`src/hdl/sbrt_pkg.sv`:
```
// Shared types and constants for the sorted breakpoint range table.
// Holds request/response payloads, codes and controller/datapath interface structs.
// No dependencies.
`default_nettype none
package sbrt_pkg;

	localparam int ADDR_W = 20;
	localparam int LEN_W  = 4;

	// request kinds
	localparam logic [1:0] KIND_ADD   = 2'd0;
	localparam logic [1:0] KIND_CHECK = 2'd1;
	localparam logic [1:0] KIND_CLEAR = 2'd2;

	// add status codes
	localparam logic [1:0] STAT_OK   = 2'd0;
	localparam logic [1:0] STAT_DUP  = 2'd1;
	localparam logic [1:0] STAT_FULL = 2'd2;

	typedef struct packed {
		logic [1:0]        kind;
		logic [ADDR_W-1:0] address;
		logic [LEN_W-1:0]  length;
	} req_t;

	typedef struct packed {
		logic [1:0] status;
		logic       hit;
	} rsp_t;

	typedef enum logic [3:0] {
		ST_IDLE,
		ST_DECODE,
		ST_ADD_RD,
		ST_ADD_CMP,
		ST_ADD_END,
		ST_SH_RD,
		ST_SH_WR,
		ST_INS,
		ST_CHK_RD,
		ST_CHK_CMP,
		ST_RESP
	} state_t;

	typedef struct packed {
		logic capture;
		logic scan_inc;
		logic sh_init;
		logic rd_cur;
		logic rd_sh;
		logic sh_wr;
		logic ins_wr;
		logic cur_inc;
		logic tbl_clear;
		logic rsp_load;
		rsp_t rsp;
	} cmd_t;

	typedef struct packed {
		logic [1:0] kind;
		logic       ptr_end;
		logic       cur_end;
		logic       rd_lt;
		logic       rd_eq;
		logic       rd_in;
		logic       full;
		logic       sh_done;
		logic       rsp_busy;
	} stat_t;

endpackage
`default_nettype wire

```
`src/hdl/sbrt_ram.sv`:
```
// Generic single-write, single-read RAM with registered read data.
// No dependencies.
`default_nettype none
module sbrt_ram #(
	parameter int WIDTH = 20,
	parameter int DEPTH = 64
) (
	input  wire logic                                      clk,
	input  wire logic                                      we,
	input  wire logic [((DEPTH > 1) ? $clog2(DEPTH) : 1)-1:0] waddr,
	input  wire logic [WIDTH-1:0]                          wdata,
	input  wire logic [((DEPTH > 1) ? $clog2(DEPTH) : 1)-1:0] raddr,
	output logic      [WIDTH-1:0]                          rdata
);

	logic [WIDTH-1:0] mem_q [DEPTH];

	always_ff @(posedge clk) begin
		if (we) begin
			mem_q[waddr] <= wdata;
		end
		rdata <= mem_q[raddr];
	end

endmodule
`default_nettype wire

```
`src/hdl/sbrt_ctrl.sv`:
```
// Controller state machine for the sorted breakpoint range table.
// Depends on sbrt_pkg; drives commands to sbrt_dp and reads its status.
`default_nettype none
module sbrt_ctrl (
	input  wire logic          clk,
	input  wire logic          arst_n,
	input  wire logic          req_valid,
	output logic               req_ready,
	input  wire sbrt_pkg::stat_t st,
	output sbrt_pkg::cmd_t     cmd
);
	import sbrt_pkg::*;

	state_t     state_q, state_d;
	logic [1:0] status_q, status_d;
	logic       hit_q, hit_d;

	always_ff @(posedge clk or negedge arst_n) begin
		if (!arst_n) begin
			state_q  <= ST_IDLE;
			status_q <= STAT_OK;
			hit_q    <= 1'b0;
		end else begin
			state_q  <= state_d;
			status_q <= status_d;
			hit_q    <= hit_d;
		end
	end

	always_comb begin
		state_d    = state_q;
		status_d   = status_q;
		hit_d      = hit_q;
		cmd        = '0;
		cmd.rsp    = '{status: status_q, hit: hit_q};
		req_ready  = 1'b0;
		unique case (state_q)
			ST_IDLE: begin
				req_ready = 1'b1;
				if (req_valid) begin
					cmd.capture = 1'b1;
					state_d     = ST_DECODE;
				end
			end
			ST_DECODE: begin
				status_d = STAT_OK;
				hit_d    = 1'b0;
				unique case (st.kind)
					KIND_ADD:   state_d = ST_ADD_RD;
					KIND_CHECK: state_d = ST_CHK_RD;
					KIND_CLEAR: begin
						cmd.tbl_clear = 1'b1;
						state_d       = ST_RESP;
					end
					default:    state_d = ST_RESP;
				endcase
			end
			// insert position search: first entry not below the address
			ST_ADD_RD: begin
				if (st.ptr_end) begin
					state_d = ST_ADD_END;
				end else begin
					state_d = ST_ADD_CMP;
				end
			end
			ST_ADD_CMP: begin
				if (st.rd_lt) begin
					cmd.scan_inc = 1'b1;
					state_d      = ST_ADD_RD;
				end else if (st.rd_eq) begin
					status_d = STAT_DUP;
					state_d  = ST_RESP;
				end else begin
					state_d = ST_ADD_END;
				end
			end
			ST_ADD_END: begin
				if (st.full) begin
					status_d = STAT_FULL;
					state_d  = ST_RESP;
				end else begin
					cmd.sh_init = 1'b1;
					state_d     = ST_SH_RD;
				end
			end
			// move entries up from the top down to the insert position
			ST_SH_RD: begin
				if (st.sh_done) begin
					state_d = ST_INS;
				end else begin
					cmd.rd_sh = 1'b1;
					state_d   = ST_SH_WR;
				end
			end
			ST_SH_WR: begin
				cmd.sh_wr = 1'b1;
				state_d   = ST_SH_RD;
			end
			ST_INS: begin
				cmd.ins_wr = 1'b1;
				status_d   = STAT_OK;
				state_d    = ST_RESP;
			end
			ST_CHK_RD: begin
				if (st.cur_end) begin
					state_d = ST_RESP;
				end else begin
					cmd.rd_cur = 1'b1;
					state_d    = ST_CHK_CMP;
				end
			end
			ST_CHK_CMP: begin
				if (st.rd_lt) begin
					cmd.cur_inc = 1'b1;
					state_d     = ST_CHK_RD;
				end else if (st.rd_in) begin
					cmd.cur_inc = 1'b1;
					hit_d       = 1'b1;
					state_d     = ST_RESP;
				end else begin
					state_d = ST_RESP;
				end
			end
			ST_RESP: begin
				if (!st.rsp_busy) begin
					cmd.rsp_load = 1'b1;
					state_d      = ST_IDLE;
				end
			end
			default: state_d = ST_IDLE;
		endcase
	end

endmodule
`default_nettype wire

```
`src/hdl/sbrt_dp.sv`:
```
// Datapath for the sorted breakpoint range table: request register, pointers,
// entry RAM, comparators and response register. Depends on sbrt_pkg, sbrt_ram.
`default_nettype none
module sbrt_dp #(
	parameter int MAX_BREAKPOINTS = 64
) (
	input  wire logic           clk,
	input  wire logic           arst_n,
	input  wire sbrt_pkg::req_t req_data,
	input  wire sbrt_pkg::cmd_t cmd,
	output sbrt_pkg::stat_t     st,
	output logic                rsp_valid,
	input  wire logic           rsp_ready,
	output sbrt_pkg::rsp_t      rsp_data
);
	import sbrt_pkg::*;

	localparam int IW = (MAX_BREAKPOINTS > 1) ? $clog2(MAX_BREAKPOINTS) : 1;
	localparam int CW = $clog2(MAX_BREAKPOINTS + 1);

	req_t          req_q;
	logic [CW-1:0] ptr_q;
	logic [CW-1:0] sh_q;
	logic [CW-1:0] sh_m1;
	logic [CW-1:0] count_q;
	logic [CW-1:0] cursor_q;
	logic          we;
	logic [IW-1:0] waddr;
	logic [IW-1:0] raddr;
	logic [ADDR_W-1:0] wdata;
	logic [ADDR_W-1:0] rdata;
	logic [ADDR_W:0]   range_end;

	assign sh_m1 = sh_q - CW'(1);

	always_ff @(posedge clk) begin
		if (cmd.capture) begin
			req_q <= req_data;
		end
		if (cmd.capture) begin
			ptr_q <= '0;
		end else if (cmd.scan_inc) begin
			ptr_q <= ptr_q + CW'(1);
		end
		if (cmd.sh_init) begin
			sh_q <= count_q;
		end else if (cmd.sh_wr) begin
			sh_q <= sh_m1;
		end
		if (cmd.rsp_load) begin
			rsp_data <= cmd.rsp;
		end
	end

	always_ff @(posedge clk or negedge arst_n) begin
		if (!arst_n) begin
			count_q   <= '0;
			cursor_q  <= '0;
			rsp_valid <= 1'b0;
		end else begin
			if (cmd.tbl_clear) begin
				count_q  <= '0;
				cursor_q <= '0;
			end else begin
				if (cmd.ins_wr) begin
					count_q <= count_q + CW'(1);
				end
				if (cmd.cur_inc) begin
					cursor_q <= cursor_q + CW'(1);
				end
			end
			if (cmd.rsp_load) begin
				rsp_valid <= 1'b1;
			end else if (rsp_ready) begin
				rsp_valid <= 1'b0;
			end
		end
	end

	always_comb begin
		priority if (cmd.rd_sh) begin
			raddr = sh_m1[IW-1:0];
		end else if (cmd.rd_cur) begin
			raddr = cursor_q[IW-1:0];
		end else begin
			raddr = ptr_q[IW-1:0];
		end
	end

	// shift writes the word read in the cycle before; insert writes the new address
	assign we    = cmd.sh_wr | cmd.ins_wr;
	assign waddr = cmd.sh_wr ? sh_q[IW-1:0] : ptr_q[IW-1:0];
	assign wdata = cmd.sh_wr ? rdata : req_q.address;

	sbrt_ram #(
		.WIDTH(ADDR_W),
		.DEPTH(MAX_BREAKPOINTS)
	) u_ram (
		.clk  (clk),
		.we   (we),
		.waddr(waddr),
		.wdata(wdata),
		.raddr(raddr),
		.rdata(rdata)
	);

	assign range_end = {1'b0, req_q.address} + (ADDR_W + 1)'(req_q.length);

	assign st.kind     = req_q.kind;
	assign st.ptr_end  = (ptr_q >= count_q);
	assign st.cur_end  = (cursor_q >= count_q);
	assign st.rd_lt    = (rdata < req_q.address);
	assign st.rd_eq    = (rdata == req_q.address);
	assign st.rd_in    = ({1'b0, rdata} < range_end);
	assign st.full     = (count_q >= CW'(MAX_BREAKPOINTS));
	assign st.sh_done  = (sh_q == ptr_q);
	assign st.rsp_busy = rsp_valid & ~rsp_ready;

endmodule
`default_nettype wire

```
`src/hdl/sorted_breakpoint_range_table.sv`:
```
// Sorted breakpoint range table: ascending table of unique breakpoint
// addresses with a forward-only check cursor.
// Request channel req_valid/req_ready/req_data (kind, address, length);
// response channel rsp_valid/rsp_ready/rsp_data (status, hit), one response
// per request, in order.
// A request is taken only while the controller is idle; one request is worked
// at a time. An add scans for the first entry not below the address, moves the
// entries above it up one place and writes the new address; a check moves the
// cursor past lower entries and tests the entry it reaches against the range;
// a clear or an unused kind goes straight to the response.
// The response sits in an output register; a new request is accepted while it
// waits, and the controller only stalls when a second response is ready
// before the first has been taken.
// Reset clears the entry count, the cursor and the response valid; the entry
// RAM is not cleared since only entries below the count are ever read.
`default_nettype none
module sorted_breakpoint_range_table #(
	parameter int MAX_BREAKPOINTS = 64
) (
	input  wire logic           clk,
	input  wire logic           arst_n,
	input  wire logic           req_valid,
	output logic                req_ready,
	input  wire sbrt_pkg::req_t req_data,
	output logic                rsp_valid,
	input  wire logic           rsp_ready,
	output sbrt_pkg::rsp_t      rsp_data
);
	import sbrt_pkg::*;

	cmd_t  cmd;
	stat_t st;

	sbrt_ctrl u_ctrl (
		.clk      (clk),
		.arst_n   (arst_n),
		.req_valid(req_valid),
		.req_ready(req_ready),
		.st       (st),
		.cmd      (cmd)
	);

	sbrt_dp #(
		.MAX_BREAKPOINTS(MAX_BREAKPOINTS)
	) u_dp (
		.clk      (clk),
		.arst_n   (arst_n),
		.req_data (req_data),
		.cmd      (cmd),
		.st       (st),
		.rsp_valid(rsp_valid),
		.rsp_ready(rsp_ready),
		.rsp_data (rsp_data)
	);

endmodule
`default_nettype wire

```
`config.mk`:
```
export PLATFORM = sky130hd
export DESIGN_NAME = sorted_breakpoint_range_table
export DESIGN_NICKNAME = d
export VERILOG_FILES = /design/src/hdl/sbrt_pkg.sv /design/src/hdl/sbrt_ram.sv /design/src/hdl/sbrt_ctrl.sv /design/src/hdl/sbrt_dp.sv /design/src/hdl/sorted_breakpoint_range_table.sv
export SDC_FILE = /design/constraint.sdc
export NUM_CORES = 2
export LEC_CHECK = 0
export ABC_AREA = 1
export BUFFER_PORTS_ARGS = -buffer_cell sky130_fd_sc_hd__buf_2
export CORE_MARGIN = 2
export CORE_UTILIZATION = 39
export DETAILED_ROUTE_END_ITERATION = 8
export SLEW_MARGIN = 5
export SYNTH_ARGS = -nofsm -noshare
export SYNTH_HDL_FRONTEND = slang
export SYNTH_SLANG_ARGS = --single-unit
```
`constraint.sdc`:
```
create_clock -name clk -period 6.67 [get_ports clk]
set_clock_uncertainty 0.05 [all_clocks]
set_input_delay 1.0005 -clock clk [delete_from_list [all_inputs] [get_ports clk]]
set_output_delay 1.0005 -clock clk [all_outputs]
set_load 0.02 [all_outputs]
```
==> impl_metrics.py <==
metrics = {
    "setup_path": {
        "worstSetupStartpointType": "register",
        "path_class": "reg2reg",
        "rr_endpoint": "u_dp.u_ram.rdata[18]$_DFF_P_",
        "cp.required_ps": 7320,
        "ff2ff_setup_slack_ps": 1710,
        "arrival_ps": 5610,
        "critPathMaxFanout": 122,
        "reg2reg_from": "u_dp.count_q[1]$_DFFE_PN0P_",
        "end_kind": "register",
        "reg2reg_depth": 19,
    },
    "place": {
        "pre_cts_slack_ps": 1790,
        "placement.io_buffers": 34,
        "place_hpwl_um": 97700,
        "gp_congestion": 0.864,
    },
    "logic_synthesis": {
        "ys_types": 40,
        "syn-cell-area_um2": 61700,
        "synth_area_leaders": "edfxtp_1 (64%), nand3_1 (11%), nand2_1 (8.5%)",
        "ys_seq_area_share_pct": 65.8,
        "synth_area_per_cell_um2": 10.0,
        "yosysTopAreaCell": "edfxtp_1",
        "synthCells": 6148,
        "ys_warn_count": 0,
        "ys_ff_latch": 1365,
        "syn_nets": 6241,
        "synth.top_cell.area_share_pct": 64.1,
    },
    "clocking": {
        "path_clk_slew_ps": 70,
        "cts_buffers": 145,
        "cts_setup_buffers": 0,
        "clock_sinks": 1365,
        "clock_path_buffers": 3,
        "root_buffer": "clkbuf_16",
        "clock_latency_ps": 800,
        "cts_tree": "done",
        "h-tree-depth": 4,
        "post_cts_resized": 0,
        "postCtsHoldBufs": 0,
    },
    "final_layout": {
        "multi_input_area_um2": 15300,
        "nFillCells": 14455,
        "layout.nets": 6242,
        "antennaDiodeCount": 0,
        "regArea_um2": 40600,
        "synthToLayoutAreaGrowth_pct": 12.3,
        "final_layout_size_suffix_gt1_share_pct": 7.27,
        "post-route-util_pct": 44.2,
    },
    "grt": {
        "grt_util_met2_pct": 34.9,
        "busiest_layer": "met2",
        "grt_use_total_pct": 21.9,
        "grt.overflow.total": 0,
        "antenna_found_initial": 4,
        "grt_max_degree": 123,
        "grt_first_pass_wirelength_um": 265000,
        "gr-usage-met3_pct": 3.28,
        "grt_pass1_vias": 40706,
        "grtUsageMet1_pct": 30.2,
    },
    "timing": {
        "rsz0062_at_grt": "false",
        "fin_hold_ws_ps": 156,
        "max_freq_mhz": 202,
        "finalSetupViolations": 0,
        "finalMaxSlewViolations": 0,
        "min_period_over_period_pct": 74.4,
        "period_minus_slack_ps": 4960,
        "finalSetupTns_ps": 0,
        "setup_ws_ps": 1710,
        "worstMarginPinSlew_ps": 1350,
        "relSlewSlack_pct": 8.90,
        "hold_viol_final": 0,
    },
    "routing": {
        "drt_iter0_drc": 5064,
        "dr.pass1.iters": 6,
        "routed_wl_um": 179000,
        "vias": 43061,
        "antenna_left": 0,
        "drc": 0,
        "vias_per_cell": 5.17,
        "wl_per_cell_um": 21.5,
    },
    "job": {
        "cap_violations": 0,
    },
    "min_path": {
        "holdCritPathClass": "in2async",
    },
    "floorplan": {
        "start_util_pct": 39.4,
        "die_w_um": 402,
        "die_h_um": 402,
        "row_count": 145,
        "ios": 35,
        "die_area_um2": 161000,
        "core_area_um2": 157000,
    },
    "power": {
        "power.leakage_nw": 29.1,
        "power.density_nw_per_um2": 401,
        "max-vdd-ir-drop_uv": 430,
        "totalPowerFinal_mw": 27.8,
    },
    "run_status": {
        "outcome": "finished, final reports clean",
    },
}
-- stage by stage --
step           std cells  cell area (um2)
2_1_floorplan       6148            61700
3_3_place_gp        8060            64700
3_5_place_dp        8060            64700
4_1_cts             8328            69300
5_1_grt             8328            69300
6_report            8328            69300
-- synthesized netlist by cell type, drive strengths merged --
cell type	n
o311ai	1
a21boi	1
nor4	2
nand3	1378
ha	62
nor4b	1
dfrtp	22
a31oi	1
nor3b	1
nand3b	1
inv	1317
dfxtp	27
nor3	24
edfxtp	1316
a21oi	45
buf	230
fa	1
o21ai	71
nand4	16
o211ai	2
clkinv	1
clkbuf	67
or2	4
o21bai	1
nand2	1409
xnor2	4
o2111ai	3
xor2	22
nor2	118
-- layout make-up --
| class | instances | share of cell area (%) |
|---|---|---|
| clock buffer | 200 | 5.73 |
| tap | 2058 | 3.72 |
| timing repair buffer | 151 | 1.87 |
| multi-input combinational | 3168 | 22.1 |
| clock inverter | 68 | 0.840 |
| inverter | 1318 | 7.16 |
| sequential | 1365 | 58.6 |
-- report_power, final --
| group | switching (mW) | total, mW | internal, mW |
|---|---|---|---|
| Clock | 3.35 | 7.80 | 4.45 |
| Sequential | 0.287 | 10.5 | 10.2 |
| Combinational | 7.06 | 9.52 | 2.46 |
-- layer usage --
metal / routed length (um) / vias up
met2: 82600 / 1931
met1: 74600 / 20825
met3: 15900 / 282
met4: 5930 / 2
met5: 12 / -
li1: - / 20021
-- logic make-up (layout without fill, tap and decap cells) --
group | Yosys count | count (layout) | synth area share, %
AND/OR/NAND/NOR | 2954 | 2954 | 21.0
AO/OA/AOI/OAI | 125 | 125 | 1.09
buffers and inverters | 1615 | 1737 | 10.4
adder cells (fa/ha/maj) | 63 | 63 | 1.29
XOR/XNOR | 26 | 26 | 0.369
flip-flops | 1365 | 1365 | 65.8
-- sequential cells by signal (all words and copies together) (netlist names), 4 cells and up --
signal	count
u_dp.u_ram.mem_q	1280
u_dp.ptr_q	7
u_dp.sh_q	7
u_dp.u_ram.rdata	20
u_dp.req_q	24
u_dp.cursor_q	7
u_dp.count_q	7
u_ctrl.state_q	4
-- cell usage in the layout, fill, tap and decap left out, types with 45 or more instances in the layout --
cell,netlist,final
a21oi_1,45,45
clkbuf_16,0,149
nor2_1,113,51
edfxtp_1,1316,1316
buf_4,37,97
clkbuf_1,67,46
nand2_1,1405,1405
ha_1,62,62
nand3_1,1376,1375
inv_1,1306,1306
-- critical path, stage by stage (launching register included) --
cell and delay (ps):
dfrtp_1 380, inv_1 130, ha_1 310, nand2_1 60, inv_1 50, nand2_1 50, nand2_1 50, nand2_1 100
nand3_1 330, nand2_1 90, nand3_1 210, nand2_8 320, inv_8 860, buf_4 520, nand2_1 110, nand3_1 120
nand3_1 90, nand3_1 310, nand3_1 460, nand2_1 170
-- worst max-delay path by stage --
stage / startpoint / to / slack, ps / cells after the start
finish: u_dp.count_q[1]$_DFFE_PN0P_ / u_dp.u_ram.rdata[18]$_DFF_P_ / 1710 / 19
global route: u_dp.count_q[6]$_DFFE_PN0P_ / u_dp.u_ram.rdata[18]$_DFF_P_ / 1400 / 17
CTS: u_dp.count_q[1]$_DFFE_PN0P_ / u_dp.u_ram.rdata[18]$_DFF_P_ / 1750 / 19
detailed placement: u_dp.count_q[1]$_DFFE_PN0P_ / u_dp.u_ram.rdata[18]$_DFF_P_ / 1790 / 19
global placement: u_dp.count_q[1]$_DFFE_PN0P_ / u_dp.u_ram.rdata[18]$_DFF_P_ / 1800 / 19
floorplan: u_ctrl.state_q[0]$_DFFE_PN0P_ / u_dp.u_ram.mem_q[0][0]$_DFFE_PP_ / 2270 / 6
Note: power is estimated with default switching activity, not from simulation.
